`src/rtl/core/sdm_pkg.sv`:
```
// Shared types, widths and constants of the surround downmix block.
// No dependencies; imported by every module and interface of the block.
package sdm_pkg;

  localparam int MAX_CHANNELS = 8;
  localparam int CH_LIMIT     = (MAX_CHANNELS < 8) ? MAX_CHANNELS : 8;

  localparam int SAMPLE_W   = 32;
  localparam int CH_W       = 3;
  localparam int COUNT_W    = 4;
  localparam int ROLE_W     = 4;
  localparam int ROLES_W    = 32;
  localparam int ACC_W      = 40;
  localparam int WGT_W      = 17;
  localparam int PROD_W     = 50;
  localparam int ADD_W      = 33;
  localparam int WSUM_W     = 20;
  localparam int NUM_W      = 48;
  localparam int QUO_W      = 16;
  localparam int STEP_W     = 4;
  localparam int BIG_W      = 24;
  localparam int PCM_W      = 16;
  localparam int CFG_IDX_W  = 2;
  localparam int CFG_DATA_W = 32;

  // Q1.16 weights
  localparam logic [WGT_W-1:0] W_ONE        = 17'd65536;
  localparam logic [WGT_W-1:0] W_HALF_POWER = 17'd46341;
  localparam logic [WGT_W-1:0] W_HALF       = 17'd32768;

  localparam logic SIDE_LEFT  = 1'b0;
  localparam logic SIDE_RIGHT = 1'b1;

  typedef enum logic [ROLE_W-1:0] {
    ROLE_NONE    = 4'd0,
    ROLE_LEFT    = 4'd1,
    ROLE_RIGHT   = 4'd2,
    ROLE_CENTER  = 4'd3,
    ROLE_SURR_L  = 4'd4,
    ROLE_SURR_R  = 4'd5,
    ROLE_BACK_C  = 4'd6,
    ROLE_UNNAMED = 4'd7
  } role_e;

  typedef enum logic [CFG_IDX_W-1:0] {
    CFG_DOWNMIX_EN    = 2'd0,
    CFG_CHANNEL_COUNT = 2'd1,
    CFG_CHANNEL_ROLES = 2'd2
  } cfg_idx_e;

  typedef enum logic [2:0] {
    ST_IDLE,
    ST_CHECK,
    ST_ACC,
    ST_SUM,
    ST_DIV_LOAD,
    ST_DIV_STEP,
    ST_EMIT
  } ctrl_state_e;

  typedef struct packed {
    logic               downmix;
    logic [COUNT_W-1:0] count;
    logic [ROLES_W-1:0] roles;
  } cfg_t;

  typedef struct packed {
    logic capture;
    logic mul;
    logic acc;
    logic acc_clear;
    logic sum_clear;
    logic sum_step;
    logic div_load;
    logic div_step;
    logic load_pass;
    logic load_div;
    logic side;
  } dp_cmd_t;

  typedef struct packed {
    logic ch_ok;
    logic is_last;
    logic downmix;
    logic out_free;
    logic sum_done;
    logic div_done;
  } dp_status_t;

endpackage

```
`src/rtl/core/sdm_if.sv`:
```
// Handshake interfaces of the block: sample input, PCM output, config write.
// Depends on sdm_pkg for field widths.
interface sdm_in_if import sdm_pkg::*; ();
  logic                       valid;
  logic                       ready;
  logic signed [SAMPLE_W-1:0] sample_value;
  logic        [CH_W-1:0]     channel_index;

  modport source (output valid, output sample_value, output channel_index, input ready);
  modport sink   (input valid, input sample_value, input channel_index, output ready);
endinterface

interface sdm_out_if import sdm_pkg::*; ();
  logic                    valid;
  logic                    ready;
  logic signed [PCM_W-1:0] pcm_value;
  logic        [CH_W-1:0]  out_channel;
  logic                    frame_last;

  modport source (output valid, output pcm_value, output out_channel, output frame_last,
                  input ready);
  modport sink   (input valid, input pcm_value, input out_channel, input frame_last,
                  output ready);
endinterface

interface sdm_cfg_if import sdm_pkg::*; ();
  logic                  valid;
  logic                  ready;
  logic [CFG_IDX_W-1:0]  index;
  logic [CFG_DATA_W-1:0] data;

  modport source (output valid, output index, output data, input ready);
  modport sink   (input valid, input index, input data, output ready);
endinterface

```
`src/rtl/core/surround_downmix_to_pcm16.sv`:
```
// Top level of the surround downmix to 16-bit PCM block.
// Depends on sdm_pkg, sdm_if, sdm_cfg_regs, sdm_ctrl and sdm_datapath.
//
//   port    dir   word                                        handshake
//   cfg_i   in    index, data                                 valid/ready, ready always high
//   in_i    in    sample_value (Q8.24), channel_index         valid/ready
//   out_o   out   pcm_value, out_channel, frame_last          valid/ready
//
// Pass-through: each word is accepted, then converted into the output register.
// Downmix, inner channel: accept, multiply, accumulate.
// Downmix, last channel: accept, multiply, accumulate, weight sum (one channel a cycle),
// then the 16-step restoring divider run once per side; two words result.
// Reset clears the accumulators and empties the output register; registers go to 0, 2, 0.
// A word waiting in the output register does not block input; a conversion holds
// until the register is free.
module surround_downmix_to_pcm16 import sdm_pkg::*; (
  input  logic      clk_i,
  input  logic      rst_ni,
  sdm_cfg_if.sink   cfg_i,
  sdm_in_if.sink    in_i,
  sdm_out_if.source out_o
);

  cfg_t       cfg;
  dp_cmd_t    cmd;
  dp_status_t status;

  sdm_cfg_regs u_cfg_regs (
    .clk_i  (clk_i),
    .rst_ni (rst_ni),
    .cfg_i  (cfg_i),
    .cfg_o  (cfg)
  );

  sdm_ctrl u_ctrl (
    .clk_i      (clk_i),
    .rst_ni     (rst_ni),
    .in_valid_i (in_i.valid),
    .in_ready_o (in_i.ready),
    .status_i   (status),
    .cmd_o      (cmd)
  );

  sdm_datapath u_datapath (
    .clk_i           (clk_i),
    .rst_ni          (rst_ni),
    .cfg_i           (cfg),
    .cmd_i           (cmd),
    .status_o        (status),
    .sample_value_i  (in_i.sample_value),
    .channel_index_i (in_i.channel_index),
    .out_ready_i     (out_o.ready),
    .out_valid_o     (out_o.valid),
    .pcm_value_o     (out_o.pcm_value),
    .out_channel_o   (out_o.out_channel),
    .frame_last_o    (out_o.frame_last)
  );

endmodule

```
`src/rtl/core/sdm_cfg_regs.sv`:
```
// Configuration registers and derived frame settings.
// Depends on sdm_pkg and sdm_cfg_if.
module sdm_cfg_regs import sdm_pkg::*; (
  input  logic    clk_i,
  input  logic    rst_ni,
  sdm_cfg_if.sink cfg_i,
  output cfg_t    cfg_o
);

  logic               downmix_en_q, downmix_en_d;
  logic [COUNT_W-1:0] count_q, count_d;
  logic [ROLES_W-1:0] roles_q, roles_d;
  logic [COUNT_W-1:0] count_eff;

  assign cfg_i.ready = 1'b1;

  always_comb begin
    downmix_en_d = downmix_en_q;
    count_d      = count_q;
    roles_d      = roles_q;
    if (cfg_i.valid && cfg_i.ready) begin
      case (cfg_idx_e'(cfg_i.index))
        CFG_DOWNMIX_EN:    downmix_en_d = cfg_i.data[0];
        CFG_CHANNEL_COUNT: count_d      = cfg_i.data[COUNT_W-1:0];
        CFG_CHANNEL_ROLES: roles_d      = cfg_i.data[ROLES_W-1:0];
        default: ;
      endcase
    end
  end

  always_ff @(posedge clk_i or negedge rst_ni) begin
    if (!rst_ni) begin
      downmix_en_q <= 1'b0;
      count_q      <= COUNT_W'(2);
      roles_q      <= '0;
    end else begin
      downmix_en_q <= downmix_en_d;
      count_q      <= count_d;
      roles_q      <= roles_d;
    end
  end

  // zero counts as one channel, large counts clamp to the channel limit
  always_comb begin
    if (count_q == '0) begin
      count_eff = COUNT_W'(1);
    end else if (count_q > COUNT_W'(CH_LIMIT)) begin
      count_eff = COUNT_W'(CH_LIMIT);
    end else begin
      count_eff = count_q;
    end
  end

  assign cfg_o.downmix = downmix_en_q && (count_eff > COUNT_W'(2));
  assign cfg_o.count   = count_eff;
  assign cfg_o.roles   = roles_q;

endmodule

```
`src/rtl/core/sdm_ctrl.sv`:
```
// Sequencer: accepts a word and has the datapath convert it, or
// multiply, accumulate, weight-sum, divide twice. Depends on sdm_pkg.
module sdm_ctrl import sdm_pkg::*; (
  input  logic       clk_i,
  input  logic       rst_ni,
  input  logic       in_valid_i,
  output logic       in_ready_o,
  input  dp_status_t status_i,
  output dp_cmd_t    cmd_o
);

  ctrl_state_e state_q, state_d;
  logic        side_q, side_d;

  always_ff @(posedge clk_i or negedge rst_ni) begin
    if (!rst_ni) begin
      state_q <= ST_IDLE;
      side_q  <= SIDE_LEFT;
    end else begin
      state_q <= state_d;
      side_q  <= side_d;
    end
  end

  always_comb begin
    state_d    = state_q;
    side_d     = side_q;
    cmd_o      = '0;
    cmd_o.side = side_q;
    in_ready_o = 1'b0;
    case (state_q)
      ST_IDLE: begin
        in_ready_o = 1'b1;
        if (in_valid_i) begin
          cmd_o.capture = 1'b1;
          state_d       = ST_CHECK;
        end
      end
      ST_CHECK: begin
        if (!status_i.ch_ok) begin
          // drop a channel beyond the frame
          state_d = ST_IDLE;
        end else if (!status_i.downmix) begin
          if (status_i.out_free) begin
            cmd_o.load_pass = 1'b1;
            state_d         = ST_IDLE;
          end
        end else begin
          cmd_o.mul = 1'b1;
          state_d   = ST_ACC;
        end
      end
      ST_ACC: begin
        cmd_o.acc = 1'b1;
        if (status_i.is_last) begin
          cmd_o.sum_clear = 1'b1;
          state_d         = ST_SUM;
        end else begin
          state_d = ST_IDLE;
        end
      end
      ST_SUM: begin
        cmd_o.sum_step = 1'b1;
        if (status_i.sum_done) begin
          side_d  = SIDE_LEFT;
          state_d = ST_DIV_LOAD;
        end
      end
      ST_DIV_LOAD: begin
        cmd_o.div_load = 1'b1;
        state_d        = ST_DIV_STEP;
      end
      ST_DIV_STEP: begin
        cmd_o.div_step = 1'b1;
        if (status_i.div_done) begin
          state_d = ST_EMIT;
        end
      end
      ST_EMIT: begin
        if (status_i.out_free) begin
          cmd_o.load_div = 1'b1;
          if (side_q == SIDE_RIGHT) begin
            cmd_o.acc_clear = 1'b1;
            state_d         = ST_IDLE;
          end else begin
            side_d  = SIDE_RIGHT;
            state_d = ST_DIV_LOAD;
          end
        end
      end
      default: state_d = ST_IDLE;
    endcase
  end

endmodule

```
`src/rtl/core/sdm_datapath.sv`:
```
// Datapath: weight multiply, saturating accumulators, weight sums,
// restoring divider, PCM rounding and clipping, output register. Depends on sdm_pkg.
module sdm_datapath import sdm_pkg::*; (
  input  logic                       clk_i,
  input  logic                       rst_ni,
  input  cfg_t                       cfg_i,
  input  dp_cmd_t                    cmd_i,
  output dp_status_t                 status_o,
  input  logic signed [SAMPLE_W-1:0] sample_value_i,
  input  logic        [CH_W-1:0]     channel_index_i,
  input  logic                       out_ready_i,
  output logic                       out_valid_o,
  output logic signed [PCM_W-1:0]    pcm_value_o,
  output logic        [CH_W-1:0]     out_channel_o,
  output logic                       frame_last_o
);

  function automatic logic [WGT_W-1:0] weight_left(logic [ROLE_W-1:0] r);
    logic [WGT_W-1:0] w;
    case (role_e'(r))
      ROLE_LEFT:               w = W_ONE;
      ROLE_CENTER, ROLE_SURR_L: w = W_HALF_POWER;
      ROLE_BACK_C:             w = W_HALF;
      ROLE_NONE, ROLE_UNNAMED: w = '0;
      default:                 w = '0;
    endcase
    return w;
  endfunction

  function automatic logic [WGT_W-1:0] weight_right(logic [ROLE_W-1:0] r);
    logic [WGT_W-1:0] w;
    case (role_e'(r))
      ROLE_RIGHT:               w = W_ONE;
      ROLE_CENTER, ROLE_SURR_R: w = W_HALF_POWER;
      ROLE_BACK_C:              w = W_HALF;
      default:                  w = '0;
    endcase
    return w;
  endfunction

  function automatic logic signed [ACC_W-1:0] sat_add(logic signed [ACC_W-1:0] a,
                                                      logic signed [ADD_W-1:0] b);
    logic signed [ACC_W:0] s;
    s = {a[ACC_W-1], a} + {{(ACC_W + 1 - ADD_W){b[ADD_W-1]}}, b};
    if (s[ACC_W] != s[ACC_W-1]) begin
      return s[ACC_W] ? {1'b1, {(ACC_W-1){1'b0}}} : {1'b0, {(ACC_W-1){1'b1}}};
    end
    return s[ACC_W-1:0];
  endfunction

  // big is the rounded magnitude; clip to the 16-bit range on its side
  function automatic logic [PCM_W-1:0] pcm_clip(logic neg, logic [BIG_W-1:0] big);
    logic [BIG_W-1:0] t;
    t = ~big + BIG_W'(1);
    if (neg) begin
      return (big > BIG_W'(32768)) ? 16'h8000 : t[PCM_W-1:0];
    end
    return (big > BIG_W'(32767)) ? 16'h7fff : big[PCM_W-1:0];
  endfunction

  logic signed [SAMPLE_W-1:0] x_q;
  logic        [CH_W-1:0]     ch_q;
  logic signed [PROD_W-1:0]   prod_l_q, prod_r_q;
  logic signed [ACC_W-1:0]    acc_l_q, acc_r_q;
  logic        [WSUM_W-1:0]   sum_l_q, sum_r_q;
  logic        [CH_W-1:0]     cnt_q;
  logic        [NUM_W-1:0]    rem_q, dsh_q;
  logic        [QUO_W-1:0]    quo_q;
  logic        [STEP_W-1:0]   step_q;
  logic                       ovf_q, neg_q;
  logic                       out_valid_q;
  logic        [PCM_W-1:0]    pcm_q;
  logic        [CH_W-1:0]     och_q;
  logic                       last_q;

  logic [COUNT_W-1:0]       n_m1;
  logic [ROLE_W-1:0]        role_x, role_c;
  logic signed [WGT_W:0]    wl_s, wr_s;
  logic signed [ACC_W-1:0]  acc_sel;
  logic [ACC_W-1:0]         mag;
  logic [WSUM_W-1:0]        d_max;
  logic [WSUM_W:0]          dv;
  logic [NUM_W-1:0]         num, lim, dsh_init;
  logic                     rem_ge;
  logic [SAMPLE_W-1:0]      mag_x;
  logic [SAMPLE_W:0]        pass_sum;
  logic                     out_free;

  assign n_m1   = cfg_i.count - COUNT_W'(1);
  assign role_x = cfg_i.roles[{ch_q, 2'b00} +: ROLE_W];
  assign role_c = cfg_i.roles[{cnt_q, 2'b00} +: ROLE_W];
  assign wl_s   = {1'b0, weight_left(role_x)};
  assign wr_s   = {1'b0, weight_right(role_x)};

  assign out_free = !out_valid_q || out_ready_i;

  assign status_o.ch_ok    = {1'b0, ch_q} < cfg_i.count;
  assign status_o.is_last  = {1'b0, ch_q} == n_m1;
  assign status_o.downmix  = cfg_i.downmix;
  assign status_o.out_free = out_free;
  assign status_o.sum_done = cnt_q == n_m1[CH_W-1:0];
  assign status_o.div_done = step_q == '0;

  // numerator |acc|*256 + D over divisor 2D gives the half-away rounding
  always_comb begin
    acc_sel  = (cmd_i.side == SIDE_RIGHT) ? acc_r_q : acc_l_q;
    mag      = acc_sel[ACC_W-1] ? (~acc_sel + ACC_W'(1)) : acc_sel;
    d_max    = WSUM_W'(W_ONE);
    if (sum_l_q > d_max) begin
      d_max = sum_l_q;
    end
    if (sum_r_q > d_max) begin
      d_max = sum_r_q;
    end
    dv       = {d_max, 1'b0};
    num      = {mag, 8'b0} + NUM_W'(d_max);
    lim      = {{(NUM_W - WSUM_W - 1 - QUO_W){1'b0}}, dv, {QUO_W{1'b0}}};
    dsh_init = {{(NUM_W - WSUM_W - QUO_W){1'b0}}, dv, {(QUO_W-1){1'b0}}};
  end

  assign rem_ge   = rem_q >= dsh_q;
  assign mag_x    = x_q[SAMPLE_W-1] ? (~x_q + SAMPLE_W'(1)) : x_q;
  assign pass_sum = {1'b0, mag_x} + (SAMPLE_W + 1)'(256);

  always_ff @(posedge clk_i or negedge rst_ni) begin
    if (!rst_ni) begin
      acc_l_q     <= '0;
      acc_r_q     <= '0;
      out_valid_q <= 1'b0;
      step_q      <= '0;
      cnt_q       <= '0;
    end else begin
      if (cmd_i.acc_clear) begin
        acc_l_q <= '0;
        acc_r_q <= '0;
      end else if (cmd_i.acc) begin
        acc_l_q <= sat_add(acc_l_q, prod_l_q[QUO_W +: ADD_W]);
        acc_r_q <= sat_add(acc_r_q, prod_r_q[QUO_W +: ADD_W]);
      end
      if (cmd_i.load_pass || cmd_i.load_div) begin
        out_valid_q <= 1'b1;
      end else if (out_ready_i) begin
        out_valid_q <= 1'b0;
      end
      if (cmd_i.div_load) begin
        step_q <= STEP_W'(QUO_W - 1);
      end else if (cmd_i.div_step) begin
        step_q <= step_q - STEP_W'(1);
      end
      if (cmd_i.sum_clear) begin
        cnt_q <= '0;
      end else if (cmd_i.sum_step) begin
        cnt_q <= cnt_q + CH_W'(1);
      end
    end
  end

  always_ff @(posedge clk_i) begin
    if (cmd_i.capture) begin
      x_q  <= sample_value_i;
      ch_q <= channel_index_i;
    end
    if (cmd_i.mul) begin
      prod_l_q <= x_q * wl_s;
      prod_r_q <= x_q * wr_s;
    end
    if (cmd_i.sum_clear) begin
      sum_l_q <= '0;
      sum_r_q <= '0;
    end else if (cmd_i.sum_step) begin
      sum_l_q <= sum_l_q + WSUM_W'(weight_left(role_c));
      sum_r_q <= sum_r_q + WSUM_W'(weight_right(role_c));
    end
    if (cmd_i.div_load) begin
      rem_q <= num;
      dsh_q <= dsh_init;
      ovf_q <= num >= lim;
      neg_q <= acc_sel[ACC_W-1];
      quo_q <= '0;
    end else if (cmd_i.div_step) begin
      if (rem_ge) begin
        rem_q <= rem_q - dsh_q;
      end
      quo_q <= {quo_q[QUO_W-2:0], rem_ge};
      dsh_q <= dsh_q >> 1;
    end
    if (cmd_i.load_pass) begin
      pcm_q  <= pcm_clip(x_q[SAMPLE_W-1], pass_sum[SAMPLE_W:9]);
      och_q  <= ch_q;
      last_q <= status_o.is_last;
    end else if (cmd_i.load_div) begin
      pcm_q  <= pcm_clip(neg_q, ovf_q ? {BIG_W{1'b1}} : BIG_W'(quo_q));
      och_q  <= {{(CH_W-1){1'b0}}, cmd_i.side};
      last_q <= cmd_i.side;
    end
  end

  assign out_valid_o   = out_valid_q;
  assign pcm_value_o   = pcm_q;
  assign out_channel_o = och_q;
  assign frame_last_o  = last_q;

endmodule

```
`src/flat_wrapper.sv`:
```
// flat-port wrapper written by rule: the top's interface ports become plain ports
module surround_downmix_to_pcm16_flat import sdm_pkg::*;
  (clk_i, rst_ni, cfg_i_valid, cfg_i_index, cfg_i_data, cfg_i_ready, in_i_valid, in_i_sample_value, in_i_channel_index, in_i_ready, out_o_valid, out_o_pcm_value, out_o_out_channel, out_o_frame_last, out_o_ready);
  sdm_cfg_if cfg_i_i ();
  sdm_in_if in_i_i ();
  sdm_out_if out_o_i ();
  input  logic clk_i;
  input  logic rst_ni;
  input wire logic [$bits(cfg_i_i.valid)-1:0] cfg_i_valid;
  input wire logic [$bits(cfg_i_i.index)-1:0] cfg_i_index;
  input wire logic [$bits(cfg_i_i.data)-1:0] cfg_i_data;
  output wire logic [$bits(cfg_i_i.ready)-1:0] cfg_i_ready;
  input wire logic [$bits(in_i_i.valid)-1:0] in_i_valid;
  input wire logic [$bits(in_i_i.sample_value)-1:0] in_i_sample_value;
  input wire logic [$bits(in_i_i.channel_index)-1:0] in_i_channel_index;
  output wire logic [$bits(in_i_i.ready)-1:0] in_i_ready;
  output wire logic [$bits(out_o_i.valid)-1:0] out_o_valid;
  output wire logic [$bits(out_o_i.pcm_value)-1:0] out_o_pcm_value;
  output wire logic [$bits(out_o_i.out_channel)-1:0] out_o_out_channel;
  output wire logic [$bits(out_o_i.frame_last)-1:0] out_o_frame_last;
  input wire logic [$bits(out_o_i.ready)-1:0] out_o_ready;
  assign cfg_i_i.valid = cfg_i_valid;
  assign cfg_i_i.index = cfg_i_index;
  assign cfg_i_i.data = cfg_i_data;
  assign cfg_i_ready = cfg_i_i.ready;
  assign in_i_i.valid = in_i_valid;
  assign in_i_i.sample_value = in_i_sample_value;
  assign in_i_i.channel_index = in_i_channel_index;
  assign in_i_ready = in_i_i.ready;
  assign out_o_valid = out_o_i.valid;
  assign out_o_pcm_value = out_o_i.pcm_value;
  assign out_o_out_channel = out_o_i.out_channel;
  assign out_o_frame_last = out_o_i.frame_last;
  assign out_o_i.ready = out_o_ready;
  surround_downmix_to_pcm16 u_core (.clk_i(clk_i), .rst_ni(rst_ni), .cfg_i(cfg_i_i), .in_i(in_i_i), .out_o(out_o_i));
endmodule
```
`config.mk`:
```
export PLATFORM = sky130hd
export DESIGN_NAME = surround_downmix_to_pcm16_flat
export DESIGN_NICKNAME = d
export VERILOG_FILES = /design/src/rtl/core/sdm_pkg.sv /design/src/rtl/core/sdm_if.sv /design/src/rtl/core/surround_downmix_to_pcm16.sv /design/src/rtl/core/sdm_cfg_regs.sv /design/src/rtl/core/sdm_ctrl.sv /design/src/rtl/core/sdm_datapath.sv /design/src/flat_wrapper.sv
export SDC_FILE = /design/constraint.sdc
export NUM_CORES = 2
export LEC_CHECK = 0
export BUFFER_PORTS_ARGS = -buffer_cell sky130_fd_sc_hd__buf_4
export CAP_MARGIN = 10
export CORE_MARGIN = 1
export CORE_UTILIZATION = 47
export DETAILED_ROUTE_END_ITERATION = 8
export SLEW_MARGIN = 20
export SYNTH_ARGS = -nofsm -noshare
export SYNTH_HDL_FRONTEND = slang
export SYNTH_SLANG_ARGS = --single-unit
export TNS_END_PERCENT = 5
```
`constraint.sdc`:
```
create_clock -name clk_i -period 18.1 [get_ports clk_i]
set_input_delay 1.81 -clock clk_i [delete_from_list [all_inputs] [get_ports clk_i]]
set_output_delay 1.81 -clock clk_i [all_outputs]
set_load 0.01 [all_outputs]
```
==> flow_summary_export.csv <==
group,metric,value,unit
setup_path,max_stage_delay,780,ps
global_route,use_met3,0.0214,
sta,fin_crit_sh,0.555,
floorplan,die_w,320,um
synthesis,postSynthCellCount,5102,
setup_path,cpMaxStageDelayCell,"mux2i_1",
sta,tightest_slew,1080,ps
drt,vias_per_cell,5.54,
status,outcome,"complete, no violations",
sta,rsz0062_at_grt,"no",
synthesis,synth_common_cells,"ha_1, inv_1, fa_1",
global_route,busiest_layer,"met2",
synthesis,ys_seq_elements,392,
clock_tree,clockRootBuffer,"clkbuf_16",
sta,finalHoldViolCount,0,
sta,fmax,99.6,MHz
drt,finalWirelength,122,mm
floorplan,floorplan.initialDensity,0.474,
floorplan,pin_count,97,
synthesis,synth_ff_type,"edfxtp_1",
setup_path,critical_path_required,18490,ps
clock_tree,cts.sink_count,392,
global_route,antenna_found_initial,1,
setup_path,worstPathMaxFanout,15,
global_route,grt_max_degree,78,
drt,dr.pass1.iters,5,
clock_tree,holdBufCountCts,0,
setup_path,path_delay_family,"adder cells",
synthesis,synth_top_area_share,0.192,
place,routabilityCongestion,0.907,
cells_and_area,layout.nets,6302,
place,hpwl,98.5,mm
synthesis,synth.largest_area_cell,"ha_1",
synthesis,synth.distinct_cells,89,
drt,wire_per_inst,18.9,um
sta,setup_violations,0,
synthesis,yosys.cell_count.top_type,"ha_1",
global_route,met1_usage,0.322,
floorplan,die_h,320,um
cells_and_area,n_fill_cell,9389,
floorplan,dieArea,102000,um^2
synthesis,synth.area.top_cells,"ha_1, fa_1, edfxtp_1, dfrtp_1, inv_1",
clock_tree,cts_resized,0,
synthesis,mappedNetlistArea,47500,um^2
global_route,track_usage,0.239,
hold_path,hold_path_class,"flip-flop to flip-flop",
synthesis,synth-seq-area-share,0.219,
drt,first_iter_violations,2228,
clock_tree,clock_latency,650,ps
clock_tree,clk_pin_slew,60,ps
drt,drc_errors,0,
setup_path,worst-path-buf-inv,4,
sta,relSlewSlack,0.269,
clock_tree,htreeDepth,2,
place,io_buffer_count,95,
synthesis,syn_area_per_cell,9.30,um^2
synthesis,synth_edf_count,191,
setup_path,crit_type,"flip-flop to flip-flop",
cells_and_area,drive_above_1_share,0.0667,
setup_path,arrival,10430,ps
run,drv_cap,0,
sta,min_period,10040,ps
setup_path,crit_path_end_kind,"flip-flop",
sta,finClkSkew,44.2,ps
setup_path,start_kind,"flip-flop",
pwr,power_density,192,nW/um^2
global_route,use_met2,0.405,
sta,fin_hold_ws,472,ps
drt,drtAntennaViolNets,0,
floorplan,coreArea,100000,um^2
clock_tree,cts_tree,"done",
global_route,grt_pass1_vias,35300,
global_route,grt_overflow_total,0,
sta,report.final.slew_viol_count,0,
clock_tree,cts_made_buffers,49,
drt,vias,35800,
synthesis,yosysWarnings,0,
setup_path,cp_common_cell,"fa_1",
clock_tree,cts_setup_buffers,0,
cells_and_area,area_delta_synth_final,8.12,%
synthesis,synth_nets,6274,
synthesis,async_flop_share,0.329,
pwr,ir_drop,0.137,mV
pwr,power.leakage,25.0,nW
clock_tree,clk_path_buf_depth,3,
floorplan,rows,116,
sta,setup_tns,0,ps
global_route,grt_first_pass_wirelength,195,mm
==> routing by layer <==
layer  vias to the layer above  wire length (um)
li1                      17700                 -
met1                     17300             55600
met2                       686             57900
met3                       151              4630
met4                         0              3910
met5                         -                 0
==> worst paths after layout <==
kind                       cells after the start  slack (ps)                                        end                                     from
hold reg to reg                                1         470    u_core.u_datapath.step_q[3]$_DFFE_PN0P_  u_core.u_datapath.step_q[3]$_DFFE_PN0P_
max in group asynchronous                      2       15560           u_core.u_ctrl.side_q$_DFFE_PN0P_                                   rst_ni
min in group asynchronous                      1        1180  u_core.u_datapath.acc_r_q[35]$_DFFE_PN0P_                                   rst_ni
hold / removal                                 1         470    u_core.u_datapath.step_q[3]$_DFFE_PN0P_  u_core.u_datapath.step_q[3]$_DFFE_PN0P_
setup / recovery                              30        8060   u_core.u_datapath.prod_r_q[42]$_DFFE_PP_      u_core.u_datapath.ch_q[0]$_DFFE_PP_
setup reg to reg                              30        8060   u_core.u_datapath.prod_r_q[42]$_DFFE_PP_      u_core.u_datapath.ch_q[0]$_DFFE_PP_
==> power breakdown <==
part | total [mW] | internal (mW) | switching (mW)
Combinational | 7.03 | 2.93 | 4.11
Sequential | 1.81 | 1.45 | 0.368
Clock | 1.02 | 0.593 | 0.424
==> flip-flops by register name, indices dropped and copies added (netlist names), 16 cells and up <==
name / flops
u_core.u_datapath.rem_q: 48
u_core.u_datapath.acc_l_q: 40
u_core.u_datapath.acc_r_q: 40
u_core.u_datapath.dsh_q: 36
u_core.u_datapath.prod_l_q: 33
u_core.u_datapath.prod_r_q: 33
u_core.u_cfg_regs.roles_q: 32
u_core.u_datapath.x_q: 32
u_core.u_datapath.sum_l_q: 20
u_core.u_datapath.sum_r_q: 20
u_core.u_datapath.pcm_value_o: 16
u_core.u_datapath.quo_q: 16
==> final cells by class <==
type                            instances  area (um^2)  share of cell area
Clock buffer                           72         1380              0.0270
Antenna cell                            1         2.50           0.0000488
Inverter                              642         2410              0.0470
Sequential cell                       392        10400               0.203
Tap cell                             1298         1620              0.0316
Clock inverter                         20          272             0.00529
Multi-Input combinational cell       3903        34100               0.665
Timing Repair Buffer                  142         1080              0.0211
==> layout by cell type (no fill, tap or decap), types with 31 or more instances in the layout <==
cell / count
inv_1: 638
dfrtp_1: 126
o21ai_0: 231
a21oi_1: 294
nand2b_1: 50
dfxtp_1: 72
nor2b_1: 46
clkbuf_16: 50
fa_1: 370
ha_1: 728
nand4_1: 45
a31oi_1: 53
a21o_1: 125
nand3_1: 93
buf_4: 140
edfxtp_1: 191
a221o_1: 44
and2_1: 193
nor3_1: 87
nor2_1: 359
mux2i_1: 53
mux2_2: 50
xor2_1: 120
and3_1: 31
xnor2_1: 202
nand2_1: 312
==> through the flow <==
step	instances	cell area [um^2]	setup WS (ps)	util	power, mW
4_1_cts	6468	51300	8040	0.512	9.94
6_report	6470	51300	8060	0.512	9.87
5_1_grt	6469	51300	7290	0.512	10.9
3_3_place_gp	6376	49600	8190	0.496	8.78
3_5_place_dp	6376	49600	8050	0.496	8.87
2_1_floorplan	5102	47500	9480	-	7.10
==> worst register-to-register path: cells and delay by family (launching register included) <==
kind	cells	cell delay (ps)
AO/OA/AOI/OAI	8	2360
XOR/XNOR	2	280
adder cells (fa/ha/maj)	7	3190
buffers and inverters	4	630
flip-flops	1	680
multiplexers	2	1350
AND/OR/NAND/NOR	7	1310
==> cells by family after synthesis <==
group / after synthesis / synth area share
AOI/OAI and AO/OA: 999 / 0.135
adders and majority gates: 1098 / 0.348
buffers and inverters: 807 / 0.0644
and+or+nand+nor: 1360 / 0.142
DFF: 392 / 0.219
other: 1 / 0.0000790
xor gates and xnor gates: 324 / 0.0599
muxes: 121 / 0.0311
(Power assumes the default switching activity.)
